$ cat src/hw/rtl/rlbsc_pkg.sv
`timescale 1ns / 1ps

package rlbsc_pkg;

  localparam int MaxOnes  = 1023;
  localparam int MaxZeros = 1023;
  localparam int CntW     = 10;
  localparam int AddrW    = $clog2(MaxOnes + 1);
  localparam int Depth    = MaxOnes + 1;
  localparam int ValW     = 30;
  localparam logic [ValW-1:0] PrimeMod = ValW'(1000000007);

  typedef struct packed {
    logic load;
    logic init_en;
    logic sweep_start;
    logic fetch;
    logic capture;
  } ctrl_cmd_t;

  typedef struct packed {
    logic init_last;
    logic busy;
    logic zeros_done;
    logic no_sweep;
    logic out_free;
  } dp_stat_t;

  function automatic logic [ValW-1:0] add_mod(input logic [ValW-1:0] a,
                                              input logic [ValW-1:0] b);
    logic [ValW:0] s;
    s = {1'b0, a} + {1'b0, b};
    if (s >= {1'b0, PrimeMod}) begin
      s = s - {1'b0, PrimeMod};
    end
    return s[ValW-1:0];
  endfunction

  function automatic logic [AddrW-1:0] sat_ones(input logic [CntW-1:0] v);
    if (int'(v) > MaxOnes) begin
      return AddrW'(MaxOnes);
    end
    return AddrW'(v);
  endfunction

  function automatic logic [CntW-1:0] sat_zeros(input logic [CntW-1:0] v);
    if (int'(v) > MaxZeros) begin
      return CntW'(MaxZeros);
    end
    return v;
  endfunction

endpackage

$ cat src/hw/rtl/rlbsc_ctrl.sv
`timescale 1ns / 1ps

module rlbsc_ctrl import rlbsc_pkg::*; (
  input  logic       clk_i,
  input  logic       rst_ni,
  input  logic       in_valid_i,
  output logic       in_ready_o,
  input  dp_stat_t   stat_i,
  output ctrl_cmd_t  cmd_o
);

  typedef enum logic [5:0] {
    StIdle    = 6'b000001,
    StInit    = 6'b000010,
    StSwStart = 6'b000100,
    StSwWait  = 6'b001000,
    StFetch   = 6'b010000,
    StCapture = 6'b100000
  } state_e;

  state_e state_q, state_d;

  always_comb begin
    state_d    = state_q;
    cmd_o      = '0;
    in_ready_o = 1'b0;
    unique case (state_q)
      StIdle: begin
        in_ready_o = 1'b1;
        if (in_valid_i) begin
          cmd_o.load = 1'b1;
          state_d    = StInit;
        end
      end
      StInit: begin
        cmd_o.init_en = 1'b1;
        if (stat_i.init_last) begin
          state_d = stat_i.no_sweep ? StFetch : StSwStart;
        end
      end
      StSwStart: begin
        cmd_o.sweep_start = 1'b1;
        state_d           = StSwWait;
      end
      StSwWait: begin
        if (!stat_i.busy) begin
          state_d = stat_i.zeros_done ? StFetch : StSwStart;
        end
      end
      StFetch: begin
        cmd_o.fetch = 1'b1;
        state_d     = StCapture;
      end
      StCapture: begin
        if (stat_i.out_free) begin
          cmd_o.capture = 1'b1;
          state_d       = StIdle;
        end
      end
      default: begin
        state_d = StIdle;
      end
    endcase
  end

  always_ff @(posedge clk_i or negedge rst_ni) begin
    if (!rst_ni) begin
      state_q <= StIdle;
    end else begin
      state_q <= state_d;
    end
  end

endmodule

$ cat config.mk
export PLATFORM = sky130hd
export DESIGN_NAME = rlbsc_ctrl
export DESIGN_NICKNAME = d
export VERILOG_FILES = /design/src/hw/rtl/rlbsc_pkg.sv /design/src/hw/rtl/rlbsc_ctrl.sv
export SDC_FILE = /design/constraint.sdc
export NUM_CORES = 1
export LEC_CHECK = 0
export BUFFER_PORTS_ARGS = -buffer_cell sky130_fd_sc_hd__buf_2
export CAP_MARGIN = 20
export CORE_AREA = 2 2 39 41
export DETAILED_ROUTE_END_ITERATION = 6
export DIE_AREA = 0 0 41 43
export GPL_TIMING_DRIVEN = 0
export MAX_ROUTING_LAYER = met4
export PLACE_DENSITY = 0.52
export SYNTH_ARGS = -nofsm -noshare
export SYNTH_HDL_FRONTEND = slang
export SYNTH_SLANG_ARGS = --single-unit
$ cat constraint.sdc
create_clock -name clk_i -period 1.9 [get_ports clk_i]
set_input_delay 0.38 -clock clk_i [delete_from_list [all_inputs] [get_ports clk_i]]
set_output_delay 0.38 -clock clk_i [all_outputs]
set_load 0.05 [all_outputs]
Word-level counts from Yosys, hierarchy flattened
Index checks and enable logic that the tools add are counted.
- register bits: 6
- bits in latches: 0
- RAM bits: 0
- memory bits (read-only): 0
- bits of input ports: 8
- output and inout port bits: 6
- memories: 0
- $add $sub $neg: 0
- multiply operators: 0
- divide/modulo/power cells: 0
- $lt $le $gt $ge: 0
- equal/unequal tests: 10
- shift-type cells: 0
- muxes and demuxes: 15
- bitwise gates (word level): 0
- reduce and logical (&&, ||, !) cells: 1
- operator list (cell ; number):
    case mux 6 bit (6 select lines) ; 1
    two-way mux 6 bit ; 4
    two-way mux 5 bit ; 2
    two-way mux 1 bit ; 8
    != test 2 bit (second input constant) ; 4
    equality test 6 x 1 -> 1 bit (second input constant) ; 1
    equality test 6 x 2 -> 1 bit (second input constant) ; 1
    equality test 6 x 3 -> 1 bit (second input constant) ; 1
    equality test 6 x 4 -> 1 bit (second input constant) ; 1
    equality test 6 x 5 -> 1 bit (second input constant) ; 1
    equality test 6 bit (second input constant) ; 1
    AND reduction 4 bit ; 1

Depth between registers and ports, before layout
Gate-level depths: netlist (run 1).
- depth after elaboration: 3
- gate-level depth with buffers: 5

Worst setup path before layout (run 1)
OpenSTA, ideal clock, no wires.
- kind: reg-to-output
- from: register state_q[4]
- to: output port cmd_o[4] in the netlist's numbering
- arrival time: 2.492 ns
- data required time: 1.520 ns
- slack: -0.972 ns
- stages on the path, launching flop included: 5
- cells stage by stage: dfrtp_1 -> nor3_2 -> nand2_1 -> nor3_1 -> and2_1
- RTL lines (element ; RTL line ; source):
    from (decl) ; rlbsc_ctrl.sv:21 ; state_e state_q, state_d;
    from (signal assigned) ; rlbsc_ctrl.sv:68 ; state_q <= StIdle;
    from (signal assigned) ; rlbsc_ctrl.sv:70 ; state_q <= state_d;
    to (decl) ; rlbsc_ctrl.sv:9 ; output ctrl_cmd_t cmd_o

==> results of run 1 <==
==> cell type report <==
type,count,area (µm²),area share
timing repair buffer,22,160,0.261
multi-input combinational,34,248,0.403
inverter,1,3.75,0.00611
tap,16,20.0,0.0326
sequential,6,156,0.255
clock buffer,4,26.3,0.0428
==> synthesized netlist by cell type (all sizes together) <==
cell type,n,area share
dfrtp,5,0.34
and4,1,0.023
and4b,1,0.027
nand4bb,1,0.030
inv,1,0.010
o2bb2ai,1,0.023
nor3,2,0.040
or4,2,0.050
dfstp,1,0.070
nand2,3,0.030
o221ai,1,0.023
nand2b,4,0.067
nand3b,1,0.020
nand3,2,0.027
and2,1,0.017
o32a,1,0.027
xnor2,1,0.023
nor2,6,0.060
a21oi,4,0.054
nand4b,1,0.023
or3,1,0.017
==> timing repair <==
item,in CTS,in global routing
buffers inserted,5,3
pin swaps,2,5
hold endpoints to repair,5,0
gates resized for setup,9,6
setup endpoints to repair,4,5
hold buffers,1,0
==> routing by layer <==
metal,GRT usage,vias to the layer above,routed length [µm]
met3,0.0157,0,34
met5,-,-,0
li1,-,205,-
met4,0.0800,0,0
met1,0.156,193,388
met2,0.225,6,529
==> metrics by stage <==
stage                     hold slack, ns  std cells  setup slack (ns)  setup TNS (ns)
after global routing               0.356         83           -0.0544         -0.0864
after detailed placement           0.207         70            0.0454               0
after CTS                          0.338         80         0.0000436               0
after global placement             0.208         70            0.0367               0
after floorplan                   0.0844         41            -0.128          -0.128
final                              0.344         83            0.0262               0
==> logic make-up (layout without fill, tap and decap cells) <==
kind of cell	after synthesis	after routing	share of synthesized area
AO/OA/AOI/OAI	7	7	0.128
XOR/XNOR	1	1	0.0235
buffers and inverters	1	27	0.0101
flip-flops	6	6	0.406
AND/OR/NAND/NOR	26	26	0.433
==> power by group through the flow <==
stage	logic [µW]	clock network [µW]	registers, µW
after floorplan	326	0	212
after global placement	399	0	225
after detailed placement	397	0	225
after CTS	489	130	208
after global routing	591	136	218
final	544	123	210
==> path summary, 6_finish.rpt <==
| check | start | to | slack (ns) | cells after the start |
|---|---|---|---|---|
| max | state_q[3] | cmd_o[4] | 0.03 | 5 |
| min | stat_i[4] | state_q[1] | 0.34 | 2 |
| max reg2reg | state_q[0] | state_q[2] | 0.24 | 4 |
| min reg2reg | state_q[1] | state_q[3] | 0.68 | 3 |
| max in group asynchronous | rst_ni | state_q[0] | 1.20 | 2 |
| min in group asynchronous | rst_ni | state_q[2] | 0.48 | 2 |
==> metrics.csv, run 1 <==
metric,value,unit
layout-drive-gt1-share,0.522,
rsz0062_at_grt,true,
maxSlewHeadroom,0.762,
overflow,0,
path_cells,nor3_4 > nand2_2 > nor3_4 > and2_4 > buf_8,
coreArea,0.00138,mm²
numCtsBuffers,3,
start_util,0.269,
dpl_cell_area,480,µm²
cp_max_fo,3,
yosysSeqAreaShare,0.406,
first_global_vias,415,
gp_congestion,0.733,
cts.sinks,6,
ant_nets,0,
fin_util,0.444,
vias_per_cell,4.87,
dr.pass1.iters,2,
grt_use_total,0.139,
largest_reg_flops,6,
postSynthAreaPerCell,9.09,µm²
drt_first_iter_violations,7,
diodes,0,
critical_path.slowest_cell,dfrtp_2,
syn_inst,41,
wl,952,µm
cp_top_family,simple AND/OR/NAND/NOR gates,
max_freq,534,MHz
cp.required,1.52,ns
path_clk_slew,0.05,ns
final_area,614,µm²
p_sw,383,µW
crit_type,flip-flop to output pin,
clk_path_buf_depth,2,
leakagePower,0.000281,µW
worst_slew_pin_slew,0.356,ns
layout.nets,76,
clockPowerShare,0.140,
drv_cap,0,
die_h,43,µm
ys_seq_elements,6,
avgRoutedWirePerCell,11.5,µm
seqPwrFrac,0.239,
skew,0.00591,ns
fp.dieW,41,µm
cts_tree,done,
grt_max_degree,9,
num_vias,404,
place_hpwl,667,µm
hold_path.class,input pin to flip-flop,
die_area,0.00176,mm²
clock_latency,0.24,ns
io_pins,14,
post-route-period-util,0.986,
p_comb_frac,0.621,
status,"finished, final reports clean",
worst_path_most_repeated_cell,nor3_4,
power_density,1430,mW/mm²
max_stage_delay,0.41,ns
root_buffer,clkbuf_4,
p_int,494,µW
power,877,µW
critical_path_buf_inv_count,1,
slew_violations,0,
yosys_warnings,0,
layout_common_cells,"buf_4 (10), buf_2 (9), nor2_1 (5)",
antenna_found_initial,0,
endpoint_kind,output pin,
reg_top3,state_q: 6 flops,
final_common_cell,buf_4,
rows,14,
grt_pass1_wl,1610,µm
syn_area,373,µm²
synthToLayoutAreaGrowth,64.8,%
p_sw_frac,0.436,
top_register,state_q,
syn-num-nets,49,
hold_viol_final,0,
max-vdd-ir-drop,0.000577,V
fillCellCount,147,
worstPathArrival,1.49,ns
yosysUniqueCellTypes,23,
start_kind,flip-flop,
setup_violations,0,
io_buffers,13,
drt_drc_violations_left,0,
htree_levels,1,
period_needed,1.87,ns
Note: power is estimated with default switching activity, not from simulation.
==> run 2: changes to the inputs <==
Settings changed: REMOVE_ABC_BUFFERS set to 1, SETUP_SLACK_MARGIN set to 0.2, SKIP_CTS_REPAIR_TIMING set to 1.
==> run 2 against run 1 <==
The flow now finishes with violations (negative setup slack). Register-to-register slack better by 0.04 ns. Sequential cell count stayed put. Sequential power is 3% higher. Setup slack worse by 0.049 ns. Global-route usage is 1.0 points lower.
==> metrics.csv, run 2 (same netlist as run 1, synthesis figures left out) <==
metric,value,unit,change
status,"finished, violations left",,"was finished, final reports clean"
violations,negative setup slack,,
hold_path.class,input pin to flip-flop,,unchanged
hold_viol_final,0,,unchanged
gp_congestion,0.665,,was 0.733
setup_violations,1,,was 0
rrSetupSlack,0.28,ns,was 0.24 ns
place_hpwl,703,µm,was 667 µm
reg_top3,state_q: 6 flops,,unchanged
path_clk_slew,0.05,ns,about the same
layout.nets,75,,was 76
fp.dieW,41,µm,unchanged
maxSlewHeadroom,0.803,,was 0.762
dr.pass1.iters,2,,unchanged
worst_r2r_endpoint,state_q[2],,unchanged
vias_per_cell,5.10,,was 4.87
clk_path_buf_depth,2,,unchanged
coreArea,0.00138,mm²,unchanged
cts_tree,done,,unchanged
path_cells,or4_4 > nor2_4 > buf_8,,was nor3_4 > nand2_2 > nor3_4 > and2_4 > buf_8
slew_violations,0,,unchanged
endpoint_kind,output pin,,unchanged
io_pins,14,,unchanged
numCtsBuffers,3,,unchanged
cts.sinks,6,,unchanged
drv_cap,0,,unchanged
power_density,1410,mW/mm²,was 1430 mW/mm²
htree_levels,1,,unchanged
root_buffer,clkbuf_4,,unchanged
worst_slack,-0.0225,ns,was 0.0262 ns
dpl_cell_area,458,µm²,was 480 µm²
start_util,0.269,,unchanged
die_area,0.00176,mm²,unchanged
antenna_found_initial,0,,unchanged
period_needed,1.92,ns,was 1.87 ns
rsz0062_at_grt,true,,unchanged
drt_first_iter_violations,5,,was 7
skew,0.00130,ns,was 0.00591 ns
clock_latency,0.25,ns,was 0.24 ns
layout_common_cells,"buf_2 (7), buf_6 (7), nor2_1 (5), buf_4 (5)",,"was buf_4 (10), buf_2 (9), nor2_1 (5)"
grt_use_total,0.129,,was 0.139
power,912,µW,was 877 µW
overflow,0,,unchanged
startpoint,state_q[4],,was state_q[3]
layout-drive-gt1-share,0.530,,was 0.522
die_h,43,µm,unchanged
first_global_vias,380,,was 415
worstPathArrival,1.54,ns,was 1.49 ns
max_stage_delay,0.59,ns,was 0.41 ns
ant_nets,0,,unchanged
worst_slew_pin_slew,0.295,ns,was 0.356 ns
fin_util,0.467,,was 0.444
critical_path.slowest_cell,or4_4,,was dfrtp_2
crit_type,flip-flop to output pin,,unchanged
grt_max_degree,9,,unchanged
worst-r2r-cell-count,4,,unchanged
max_freq,520,MHz,was 534 MHz
post-route-period-util,1.01,,was 0.986
diodes,0,,unchanged
num_vias,418,,was 404
start_kind,flip-flop,,unchanged
final_area,646,µm²,was 614 µm²
wl,1020,µm,was 952 µm
grt_pass1_wl,1510,µm,was 1610 µm
cp_max_fo,5,,was 3
top_register,state_q,,unchanged
leakagePower,0.000281,µW,about the same
dpl_worst_slack,-0.0228,ns,was 0.0454 ns
io_buffers,13,,unchanged
drt_drc_violations_left,0,,unchanged
synthToLayoutAreaGrowth,73.2,%,was 64.8%
max-vdd-ir-drop,0.000426,V,was 0.000577 V
largest_reg_flops,6,,unchanged
hp-start,stat_i[4],,unchanged
hold_path_depth,2,,unchanged
cp.required,1.52,ns,about the same
r2r-start,state_q[4],,was state_q[0]
rows,14,,unchanged
finalSetupTns,-0.0225,ns,was 0 ns
hold_end,state_q[1],,unchanged
avgRoutedWirePerCell,12.4,µm,was 11.5 µm
==> run 2: cell types whose count changed in the layout (fill, tap and decap cells not counted), sizes merged <==
| cell | delta |
|---|---|
| buf | -1 |
==> run 2: power by group <==
part	switching [µW]	total, µW	internal [µW]
logic	305	566	260
registers	47.8	217	169
clock network	49.2	129	79.8
total	402	912	509
==> run 2: cell type report <==
cell class / count / area, µm²
Sequential cell: 6 / 155
Multi-Input combinational cell: 34 / 264
Timing Repair Buffer: 21 / 176
Inverter: 1 / 3.75
Clock buffer: 4 / 26.3
Tap cell: 16 / 20.0
Fill cell: 148 / 738
==> run 2: critical path, delay by kind of cell (launching register included) <==
family	cells	cell delay (ns)
and+or+nand+nor	2	0.71
buffers and inverters	1	0.15
DFF	1	0.44
==> run 2: layer usage <==
metal  global-route usage  part of all wire  vias up
met2                0.175              0.50       16
met5                    -                 0        -
met4               0.0400            0.0078        0
met3               0.0628             0.060        3
li1                     -                 -      205
met1                0.167              0.43      194
==> run 2: worst max path at each step <==
stage | slack [ns] | to
6_report | -0.02 | cmd_o[2]
3_3_place_gp | 0.02 | cmd_o[4]
3_5_place_dp | -0.02 | cmd_o[4]
4_1_cts | -0.31 | cmd_o[4]
5_1_grt | -0.08 | cmd_o[2]
2_1_floorplan | -0.97 | cmd_o[4]
==> run 2: per-stage QoR <==
step                hold WS (ns)  instances
floorplan                 0.0844         41
global placement           0.211         70
detailed placement         0.211         70
CTS                      -0.0562         74
global route               0.329         82
finish                     0.334         82
